<file path="src/rtl/bounded_queue_deque_priority_assert.svh">
// ----------------------------------------------------------------------------
// Assertion macros for the bounded queue / deque / priority queue block
// Concurrent checks, compiled out when SYNTHESIS is defined.
// ----------------------------------------------------------------------------
`ifndef BOUNDED_QUEUE_DEQUE_PRIORITY_ASSERT_SVH
`define BOUNDED_QUEUE_DEQUE_PRIORITY_ASSERT_SVH

`ifndef SYNTHESIS

// same-cycle implication
`define BQDP_ASSERT_IMPL(lbl, clk, rst, ante, cons) \
   lbl: assert property (@(posedge clk) disable iff (rst) (ante) |-> (cons)) \
      else $error("bqdp assertion failed");

// next-cycle implication
`define BQDP_ASSERT_NEXT(lbl, clk, rst, ante, cons) \
   lbl: assert property (@(posedge clk) disable iff (rst) (ante) |=> (cons)) \
      else $error("bqdp assertion failed");

`else

`define BQDP_ASSERT_IMPL(lbl, clk, rst, ante, cons)

`define BQDP_ASSERT_NEXT(lbl, clk, rst, ante, cons)

`endif

`endif

</file>
<file path="src/rtl/bqdp_pkg.sv">
// ----------------------------------------------------------------------------
// bqdp_pkg
// Shared constants, codes and sequencer states of the bounded queue block.
// ----------------------------------------------------------------------------
`default_nettype none

package bqdp_pkg;

   localparam int DEFAULT_DEPTH       = 16;
   localparam int DEFAULT_VALUE_WIDTH = 32;

   localparam int MODE_W      = 2;
   localparam int CAP_W       = 5;
   localparam int TAG_W       = 2;
   localparam int STATUS_W    = 2;
   localparam int CSR_INDEX_W = 1;
   localparam int CSR_DATA_W  = 5;

   // queue_mode codes; code 3 runs as linear
   localparam logic [MODE_W-1:0] MODE_LINEAR   = 2'd0;
   localparam logic [MODE_W-1:0] MODE_DEQUE    = 2'd1;
   localparam logic [MODE_W-1:0] MODE_PRIORITY = 2'd2;

   localparam logic [CAP_W-1:0] CAP_RESET = 5'd16;

   localparam logic [STATUS_W-1:0] STATUS_OK        = 2'd0;
   localparam logic [STATUS_W-1:0] STATUS_OVERFLOW  = 2'd1;
   localparam logic [STATUS_W-1:0] STATUS_UNDERFLOW = 2'd2;

   localparam logic CMD_INSERT = 1'b0;
   localparam logic CMD_REMOVE = 1'b1;

   localparam logic [CSR_INDEX_W-1:0] CSR_QUEUE_MODE = 1'b0;
   localparam logic [CSR_INDEX_W-1:0] CSR_CAPACITY   = 1'b1;

   typedef enum logic [2:0] {
      ST_IDLE,
      ST_EXEC,
      ST_RM_WAIT,
      ST_P_RD,
      ST_P_CHK,
      ST_P_LAST,
      ST_DONE
   } state_type;

endpackage

`default_nettype wire

</file>
<file path="src/rtl/bqdp_ram.sv">
// ----------------------------------------------------------------------------
// bqdp_ram
// Generic single-write, single-read RAM with registered read data.
// ----------------------------------------------------------------------------
`default_nettype none

module bqdp_ram #(
   parameter int WIDTH = 36,
   parameter int DEPTH = 16
) (
   input  wire logic                     clock,
   input  wire logic                     wr_en,
   input  wire logic [$clog2(DEPTH)-1:0] wr_addr,
   input  wire logic [WIDTH-1:0]         wr_data,
   input  wire logic [$clog2(DEPTH)-1:0] rd_addr,
   output logic      [WIDTH-1:0]         rd_data
);

   logic [WIDTH-1:0] mem_ff [DEPTH];
   logic [WIDTH-1:0] rd_data_ff;

   always_ff @(posedge clock) begin
      if (wr_en) begin
         mem_ff[wr_addr] <= wr_data;
      end
      rd_data_ff <= mem_ff[rd_addr];
   end

   assign rd_data = rd_data_ff;

endmodule

`default_nettype wire

</file>
<file path="src/rtl/bounded_queue_deque_priority.sv">
// Sequence: linear and deque inserts, overflow and underflow go EXEC then DONE; a
//   successful remove goes EXEC, RM_WAIT, DONE; a priority insert walks the store
//   from the front through P_RD and P_CHK for each entry held, then P_LAST and DONE.
// A new item is taken only in IDLE, once the last one's result has left DONE.
// Reset (synchronous, active high): empty store, head 0, linear mode, limit 16.
//   Store contents are not cleared; only data from occupied cells is ever used.
// ----------------------------------------------------------------------------
// bounded_queue_deque_priority
// Bounded store of tagged entries served as FIFO, deque or priority queue.
// ----------------------------------------------------------------------------
`default_nettype none
`include "bounded_queue_deque_priority_assert.svh"

module bounded_queue_deque_priority #(
   parameter int DEPTH       = bqdp_pkg::DEFAULT_DEPTH,
   parameter int VALUE_WIDTH = bqdp_pkg::DEFAULT_VALUE_WIDTH
) (
   input  wire logic                               clock,
   input  wire logic                               reset,
   // configuration writes
   input  wire logic                               csr_wr_en,
   input  wire logic [bqdp_pkg::CSR_INDEX_W-1:0]   csr_index,
   input  wire logic [bqdp_pkg::CSR_DATA_W-1:0]    csr_wr_data,
   // request channel
   input  wire logic                               req_valid,
   output logic                                    req_stall,
   input  wire logic                               req_command,
   input  wire logic                               req_at_rear,
   input  wire logic [bqdp_pkg::TAG_W-1:0]         req_item_priority,
   input  wire logic [bqdp_pkg::TAG_W-1:0]         req_item_kind,
   input  wire logic [VALUE_WIDTH-1:0]             req_item_value,
   // response channel
   output logic                                    rsp_valid,
   input  wire logic                               rsp_stall,
   output logic [bqdp_pkg::STATUS_W-1:0]           rsp_status,
   output logic [VALUE_WIDTH-1:0]                  rsp_removed_value,
   output logic [bqdp_pkg::TAG_W-1:0]              rsp_removed_kind,
   output logic [bqdp_pkg::TAG_W-1:0]              rsp_removed_priority,
   output logic [$clog2(DEPTH+1)-1:0]              rsp_fill_level
);

   import bqdp_pkg::*;

   localparam int AW    = $clog2(DEPTH);          // store address bits
   localparam int CNT_W = $clog2(DEPTH + 1);      // fill count bits
   localparam int LW    = (CNT_W > CAP_W) ? CNT_W : CAP_W;
   localparam int EW    = VALUE_WIDTH + 2 * TAG_W; // entry: {prio, kind, value}

   // ring slot of the entry at a given offset from the head
   function automatic logic [AW-1:0] slot(input logic [AW-1:0]    base,
                                          input logic [CNT_W-1:0] offset);
      logic [AW:0] sum;
      sum = {1'b0, base} + (AW + 1)'(offset);
      if (sum >= (AW + 1)'(DEPTH)) begin
         sum = sum - (AW + 1)'(DEPTH);
      end
      return sum[AW-1:0];
   endfunction

   // ------------------------------------------------------------------------
   // State
   // ------------------------------------------------------------------------
   state_type            state_ff, state_in;
   logic [MODE_W-1:0]    mode_ff;
   logic [CAP_W-1:0]     cap_ff;
   logic [AW-1:0]        head_ff, head_in;
   logic [CNT_W-1:0]     fill_ff, fill_in;
   logic [CNT_W-1:0]     idx_ff, idx_in;        // walk position in priority insert
   logic                 found_ff, found_in;    // insert point passed
   logic [EW-1:0]        carry_ff, carry_in;    // entry moving one slot back
   logic                 rsp_valid_ff, rsp_valid_in;

   // latched item
   logic                 cmd_ff;
   logic                 rear_ff;
   logic [EW-1:0]        nc_ff;

   // staged result
   logic [STATUS_W-1:0]    res_status_ff, res_status_in;
   logic [VALUE_WIDTH-1:0] res_value_ff, res_value_in;
   logic [TAG_W-1:0]       res_kind_ff, res_kind_in;
   logic [TAG_W-1:0]       res_prio_ff, res_prio_in;

   // output register
   logic [STATUS_W-1:0]    rsp_status_ff;
   logic [VALUE_WIDTH-1:0] rsp_value_ff;
   logic [TAG_W-1:0]       rsp_kind_ff;
   logic [TAG_W-1:0]       rsp_prio_ff;
   logic [CNT_W-1:0]       rsp_fill_ff;
   logic                   load_rsp;

   // RAM port
   logic                 wr_en;
   logic [AW-1:0]        wr_addr;
   logic [EW-1:0]        wr_data;
   logic [AW-1:0]        rd_addr;
   logic [EW-1:0]        rd_data;

   bqdp_ram #(
      .WIDTH (EW),
      .DEPTH (DEPTH)
   ) u_store (
      .clock   (clock),
      .wr_en   (wr_en),
      .wr_addr (wr_addr),
      .wr_data (wr_data),
      .rd_addr (rd_addr),
      .rd_data (rd_data)
   );

   // ------------------------------------------------------------------------
   // Derived control
   // ------------------------------------------------------------------------
   logic              is_prio, is_deque;
   logic [LW-1:0]     limit;
   logic              full;
   logic [AW-1:0]     head_dec, head_inc;
   logic [AW-1:0]     slot_idx, slot_fill, slot_last;
   logic [CNT_W-1:0]  idx_next;
   logic              req_accept;

   // mode code 3 falls through to linear
   assign is_prio  = (mode_ff == MODE_PRIORITY);
   assign is_deque = (mode_ff == MODE_DEQUE);

   // effective limit is capacity_limit clipped at the store depth
   assign limit = (LW'(cap_ff) > LW'(DEPTH)) ? LW'(DEPTH) : LW'(cap_ff);
   assign full  = (LW'(fill_ff) >= limit);

   assign head_dec = (head_ff == '0) ? AW'(DEPTH - 1) : head_ff - AW'(1);
   assign head_inc = (head_ff == AW'(DEPTH - 1)) ? '0 : head_ff + AW'(1);

   assign slot_idx  = slot(head_ff, idx_ff);
   assign slot_fill = slot(head_ff, fill_ff);
   assign slot_last = slot(head_ff, fill_ff - CNT_W'(1));
   assign idx_next  = idx_ff + CNT_W'(1);

   // one item at a time: take a new one only when the sequencer is idle
   assign req_stall  = (state_ff != ST_IDLE);
   assign req_accept = req_valid && !req_stall;

   // ------------------------------------------------------------------------
   // Sequencer
   // ------------------------------------------------------------------------
   always_comb begin
      state_in      = state_ff;
      head_in       = head_ff;
      fill_in       = fill_ff;
      idx_in        = idx_ff;
      found_in      = found_ff;
      carry_in      = carry_ff;
      res_status_in = res_status_ff;
      res_value_in  = res_value_ff;
      res_kind_in   = res_kind_ff;
      res_prio_in   = res_prio_ff;
      rsp_valid_in  = rsp_valid_ff && rsp_stall;
      load_rsp      = 1'b0;
      wr_en         = 1'b0;
      wr_addr       = slot_fill;
      wr_data       = carry_ff;
      rd_addr       = slot_idx;

      case (state_ff)
         ST_IDLE: begin
            if (req_valid) begin
               state_in = ST_EXEC;
            end
         end

         ST_EXEC: begin
            res_status_in = STATUS_OK;
            res_value_in  = '0;
            res_kind_in   = '0;
            res_prio_in   = '0;
            // remove reads the front, or the rear entry in deque rear mode
            rd_addr = rear_ff ? slot_last : head_ff;
            if (cmd_ff == CMD_INSERT) begin
               if (full) begin
                  res_status_in = STATUS_OVERFLOW;
                  state_in      = ST_DONE;
               end else if (is_prio) begin
                  // walk from the front, shifting everything behind the insert point
                  idx_in   = '0;
                  found_in = 1'b0;
                  carry_in = nc_ff;
                  state_in = (fill_ff == '0) ? ST_P_LAST : ST_P_RD;
               end else if (is_deque && !rear_ff) begin
                  wr_en    = 1'b1;
                  wr_addr  = head_dec;
                  wr_data  = nc_ff;
                  head_in  = head_dec;
                  fill_in  = fill_ff + CNT_W'(1);
                  state_in = ST_DONE;
               end else begin
                  wr_en    = 1'b1;
                  wr_addr  = slot_fill;
                  wr_data  = nc_ff;
                  fill_in  = fill_ff + CNT_W'(1);
                  state_in = ST_DONE;
               end
            end else begin
               if (fill_ff == '0) begin
                  res_status_in = STATUS_UNDERFLOW;
                  state_in      = ST_DONE;
               end else begin
                  state_in = ST_RM_WAIT;
               end
            end
         end

         ST_RM_WAIT: begin
            res_prio_in  = rd_data[EW-1 -: TAG_W];
            res_kind_in  = rd_data[VALUE_WIDTH +: TAG_W];
            res_value_in = rd_data[VALUE_WIDTH-1:0];
            if (!rear_ff) begin
               head_in = head_inc;
            end
            fill_in  = fill_ff - CNT_W'(1);
            state_in = ST_DONE;
         end

         ST_P_RD: begin
            state_in = ST_P_CHK;
         end

         ST_P_CHK: begin
            // first strictly lower priority marks the insert point
            if (found_ff || (rd_data[EW-1 -: TAG_W] < nc_ff[EW-1 -: TAG_W])) begin
               wr_en    = 1'b1;
               wr_addr  = slot_idx;
               wr_data  = carry_ff;
               carry_in = rd_data;
               found_in = 1'b1;
            end
            idx_in   = idx_next;
            state_in = (idx_next == fill_ff) ? ST_P_LAST : ST_P_RD;
         end

         ST_P_LAST: begin
            // last displaced entry, or the new one, lands at the rear
            wr_en    = 1'b1;
            wr_addr  = slot_fill;
            wr_data  = carry_ff;
            fill_in  = fill_ff + CNT_W'(1);
            state_in = ST_DONE;
         end

         ST_DONE: begin
            if (!rsp_valid_ff || !rsp_stall) begin
               load_rsp     = 1'b1;
               rsp_valid_in = 1'b1;
               state_in     = ST_IDLE;
            end
         end

         default: begin
            state_in = ST_IDLE;
         end
      endcase
   end

   always_ff @(posedge clock) begin
      if (reset) begin
         state_ff <= ST_IDLE;
      end else begin
         state_ff <= state_in;
      end
   end

   always_ff @(posedge clock) begin
      if (reset) begin
         mode_ff      <= MODE_LINEAR;
         cap_ff       <= CAP_RESET;
         head_ff      <= '0;
         fill_ff      <= '0;
         rsp_valid_ff <= 1'b0;
      end else begin
         if (csr_wr_en) begin
            case (csr_index)
               CSR_QUEUE_MODE: mode_ff <= csr_wr_data[MODE_W-1:0];
               CSR_CAPACITY:   cap_ff  <= csr_wr_data[CAP_W-1:0];
               default: begin
               end
            endcase
         end
         head_ff      <= head_in;
         fill_ff      <= fill_in;
         rsp_valid_ff <= rsp_valid_in;
      end
   end

   // payload registers
   always_ff @(posedge clock) begin
      idx_ff        <= idx_in;
      found_ff      <= found_in;
      carry_ff      <= carry_in;
      res_status_ff <= res_status_in;
      res_value_ff  <= res_value_in;
      res_kind_ff   <= res_kind_in;
      res_prio_ff   <= res_prio_in;
      if (req_accept) begin
         cmd_ff  <= req_command;
         rear_ff <= is_deque && req_at_rear;
         nc_ff   <= {req_item_priority, req_item_kind, req_item_value};
      end
      if (load_rsp) begin
         rsp_status_ff <= res_status_ff;
         rsp_value_ff  <= res_value_ff;
         rsp_kind_ff   <= res_kind_ff;
         rsp_prio_ff   <= res_prio_ff;
         rsp_fill_ff   <= fill_ff;
      end
   end

   assign rsp_valid            = rsp_valid_ff;
   assign rsp_status           = rsp_status_ff;
   assign rsp_removed_value    = rsp_value_ff;
   assign rsp_removed_kind     = rsp_kind_ff;
   assign rsp_removed_priority = rsp_prio_ff;
   assign rsp_fill_level       = rsp_fill_ff;

   // ------------------------------------------------------------------------
   // Assertions
   // ------------------------------------------------------------------------
   `BQDP_ASSERT_IMPL(a_fill_bound, clock, reset, 1'b1, fill_ff <= CNT_W'(DEPTH))
   `BQDP_ASSERT_IMPL(a_ovf_only_full, clock, reset,
      (state_ff == ST_DONE) && (res_status_ff == STATUS_OVERFLOW), full)
   `BQDP_ASSERT_IMPL(a_udf_only_empty, clock, reset,
      (state_ff == ST_DONE) && (res_status_ff == STATUS_UNDERFLOW), fill_ff == '0)
   `BQDP_ASSERT_NEXT(a_rsp_after_done, clock, reset,
      !rsp_valid_ff && (state_ff != ST_DONE), !rsp_valid_ff)

endmodule

`default_nettype wire

</file>
<file path="config.mk">
export PLATFORM = sky130hd
export DESIGN_NAME = bounded_queue_deque_priority
export DESIGN_NICKNAME = d
export VERILOG_FILES = /design/src/rtl/bqdp_pkg.sv /design/src/rtl/bqdp_ram.sv /design/src/rtl/bounded_queue_deque_priority.sv
export VERILOG_INCLUDE_DIRS = /design/src /design/src/rtl
export SDC_FILE = /design/constraint.sdc
export NUM_CORES = 1
export LEC_CHECK = 0
export BUFFER_PORTS_ARGS = -buffer_cell sky130_fd_sc_hd__buf_2
export CAP_MARGIN = 0
export CORE_MARGIN = 8
export CORE_UTILIZATION = 39
export DETAILED_ROUTE_END_ITERATION = 8
export GPL_TIMING_DRIVEN = 1
export RECOVER_POWER = 25
export SLEW_MARGIN = 0
export SYNTH_ARGS = -nofsm -noshare
export SYNTH_HDL_FRONTEND = slang
export SYNTH_SLANG_ARGS = --single-unit
</file>
<file path="constraint.sdc">
create_clock -name clock -period 6.4 [get_ports clock]
set_clock_uncertainty 0.2 [all_clocks]
set_input_delay 0.32 -clock clock [delete_from_list [all_inputs] [get_ports clock]]
set_output_delay 0.32 -clock clock [all_outputs]
set_load 0.01 [all_outputs]
</file>
==> results.md <==
Finish:
- After routing the design area is around 0.036 mm².
- The proportion of layout cells with a drive suffix above 1 is 0.104.
- In the layout the commonest cells are edfxtp_1, nand2_1, nand3_1, clkbuf_16, clkbuf_1.
- The number of fillers in the final layout is between 7000 and 8000.
- 0 antenna diodes ended up in the layout.
- The commonest non-fill, non-tap cell in the layout is edfxtp_1.
- The number of nets in the finished design is about 2600.
- At the end of the flow the core is filled with cells to 0.452.
- The growth of design area from synthesis to finish is 15.6%.

Synth:
- The dominant synthesized flop cell is edfxtp_1.
- The warning count from the yosys run is 0.
- The proportion of register bits with asynchronous set or reset after synthesis is 0.
- The post-synthesis sequential element count is about 790.
- Of the synthesized area, sequential elements account for 0.744.
- The number of enable flip-flop cells after synthesis is approximately 740.
- Synthesis produced roughly 2300 cells.
- The distinct cell type count of the synthesized netlist is 70.
- The post-synth net total is between 2000 and 2500.
- The total standard cell area after synthesis is 0.0313 mm².
- In this run the mean area of a mapped cell was ~13 µm².

Timing:
- Counting I/O delays and the setup requirement, the final critical path takes between 5 and 6 ns.
- On the final layout, the worst hold slack is around 0.2 ns.
- For the pin with the worst max-slew slack, the measured transition is between 3 and 4 ns.
- The fraction of the cycle the final worst path needs is 0.793.
- Setup violations remaining at the end of the flow were counted as 0.
- The number of max-slew violations in the final report came to 238.
- The hold violation count in the final report is 0.
- Measured against its own limit, the worst slew margin works out to -1.14.
- Setup repair after global routing left no endpoint under its margin.
- The maximum clock rate is between 150 and 200 MHz.
- Setup slack closes at approximately 1.3 ns.

Min path:
- The class of the tightest hold or removal check is input port to flip-flop.

Clock tree:
- The cell sitting at the root of the clock tree is a clkbuf_16.
- The deepest level of the CTS H-tree is 3.
- The number of buffers created by CTS is 79.
- The clock insertion delay at the later pin of the skew report is 0.63 ns.
- After clock tree synthesis, the repair step resized 0 gates.
- TritonCTS built the clock tree.
- Clock-pin slew was measured on the worst setup and hold paths at around 0.06 ns.
- The largest buffer count on any clock path is 3.
- Clock tree synthesis found a total of about 800 sinks.

Power:
- The total power after layout is ~0.018 W.
- The areal power density over the cells is 506 mW/mm².
- The maximum vdd drop is about 0.00064 V.
- The leakage dissipation is 12.5 nW.

Route:
- Once detail routing completed, the nets flagged for antenna violations numbered 0.
- The number of vias in the routed layout is between 15000 and 20000.
- The final layout contains routed wiring with a total length of a little under 80 mm.
- The length of the first detailed-routing pass in iterations is 5.
- Dividing the detail-routed via count by the number of cells gives between 5 and 6.
- The detailed router finished its first iteration with roughly 1700 violations.
- The DRC violations left is 0.
- After detailed routing, the average wire length per cell comes to 21.3 µm.

Floorplan:
- The initial utilization of the core area, before any placement, comes to 0.391.
- The overall die area is roughly 0.089 mm².
- The cell row count is between 100 and 150.
- The I/O pin count is between 90 and 100.
- The chip width is 299 µm.
- The y dimension of the die is around 300 µm.
- The core region is between 0.07 and 0.08 mm².

Setup path:
- The worst setup path is captured at a flip-flop.
- The largest individual stage delay along the critical path comes from the cell nor3b_1.
- The peak per-stage delay on the critical path is roughly 2.5 ns.
- The launching element type of the critical path is a flip-flop.
- Data arrives at the worst endpoint at ~5.3 ns.
- Walking the worst path, the cells encountered are nor3b_1 > clkbuf_1 > and2_0.
- The maximum fanout along the worst path is 24.
- STA puts the critical path data required time at 6.64 ns.
- The reg2reg setup slack is 1.33 ns.
- The kind of critical path is flip-flop to flip-flop.

Global routing:
- The number of global-route vias before repair is between 15000 and 20000.
- The maximum number of pins on one net before global-route repair is about 230.
- The global-route wire length before repair is 116 mm.
- The total routing resource utilization after global routing is 0.168.
- For this run the aggregate overflow at the end of global routing stands at 0.
- The initial antenna violation count is 0.

Place:
- The count of buffers from port buffering is just over 90.
- Prior to clock tree synthesis, the placed netlist has a worst setup slack of ~1.6 ns.
- After detailed placement, the total cell area comes to 0.0330 mm².
- The wire-length estimate of the detail-placed layout is around 43 mm.
- The placer congestion estimate is about 0.80.

Status:
- The checks that failed: capacitance limit, slew limit.
- The run finished, with violations left.

Job:
- The number of violations of the max-capacitance limit is 9.
## flip-flops by register name (all words and copies together), names as in the netlist
register,cells
mode_ff,2
rsp_removed_priority,2
cap_ff,5
fill_ff,5
res_prio_ff,2
rsp_removed_value,32
rsp_status,2
res_status_ff,2
nc_ff,36
u_store.mem_ff,576
u_store.rd_data,36
res_value_ff,32
state_ff,3
cmd_ff,1
rsp_removed_kind,2
rsp_fill_level,5
idx_ff,5
found_ff,1
rsp_valid,1
carry_ff,36
rear_ff,1
head_ff,4
res_kind_ff,2
## layer usage
metal,part of all wire,GRT usage
met1,0.44,0.230
met2,0.48,0.274
met3,0.065,0.0277
met4,0.021,0.0509
met5,0,0
## worst paths after layout
path / start / endpoint / depth (start not counted)
setup / recovery: state_ff[1]$_SDFFE_PP0P_ / res_prio_ff[0]$_SDFFCE_PN0P_ / 3
hold reg to reg: res_value_ff[27]$_SDFFCE_PN0P_ / rsp_removed_value[27]$_DFFE_PP_ / 0
hold / removal: req_item_value[28] / nc_ff[28]$_DFFE_PP_ / 2
setup reg to reg: state_ff[1]$_SDFFE_PP0P_ / res_prio_ff[0]$_SDFFCE_PN0P_ / 3
## synthesized netlist by cell type, types with 3 or more instances
master,count,area [µm²]
nor2b_1,7,43.8
fa_1,3,60.1
and2_1,39,244
dfxtp_1,56,1120
inv_1,14,52.6
o21ai_0,3,15.0
xor2_1,8,70.1
buf_2,41,205
o21ai_1,3,15.0
nand2_1,710,2670
a21o_1,4,30.0
xnor2_1,13,114
a21bo_2,3,30.0
nand4_1,74,463
nor3_1,3,15.0
or3_1,3,18.8
nand3b_1,3,22.5
nor4bb_1,5,50.1
edfxtp_1,737,22100
buf_8,4,60.1
a21oi_1,23,115
nor2_1,24,90.1
mux2i_1,41,410
nand3_1,300,1500
nor4b_2,6,90.1
or3b_1,3,26.3
nand2b_1,6,37.5
ha_1,22,275
mux2_2,40,450
buf_1,6,22.5
clkbuf_1,74,278
## worst max-delay path, delay by kind of cell, from the launching register on
kind,cells,cell delay [ns]
flip-flops,1,0.55
AND/OR/NAND/NOR,2,2.87
buffers and inverters,1,1.25
## metrics by stage
step	setup TNS, ns	cells
global placement	0	3398
finish	0	3602
global route	0	3602
CTS	0	3602
floorplan	-8.80	2332
detailed placement	0	3398
## power breakdown
group	leakage (nW)	internal [W]	switching, W
logic	4.09	0.00183	0.00455
clock network	1.29	0.00274	0.00194
registers	7.15	0.00689	0.000327
total	12.5	0.0115	0.00682
## what timing repair did
item,CTS,global route
setup buffers,0,0
hold buffers,59,0
hold endpoints to repair,57,0
## kinds of logic (layout without fill, tap and decap cells)
group           after synthesis  after routing  synth area share
simple gates               1198           1198             0.173
flops                       793            793             0.744
buf+inv                     144            354            0.0211
mux                          82             82            0.0283
compound gates               67             67            0.0159
fa+ha+maj                    25             25            0.0107
xor+xnor                     23             23           0.00749
## cell type report
class	instances	area, µm²	area share
Clock buffer	112	2270	0.0629
Clock inverter	33	377	0.0104
Inverter	16	61.3	0.00170
Multi-Input combinational cell	1395	7540	0.209
Sequential cell	793	23300	0.644
Tap cell	1060	1330	0.0367
Timing Repair Buffer	193	1300	0.0359
(Power assumes the default switching activity.)
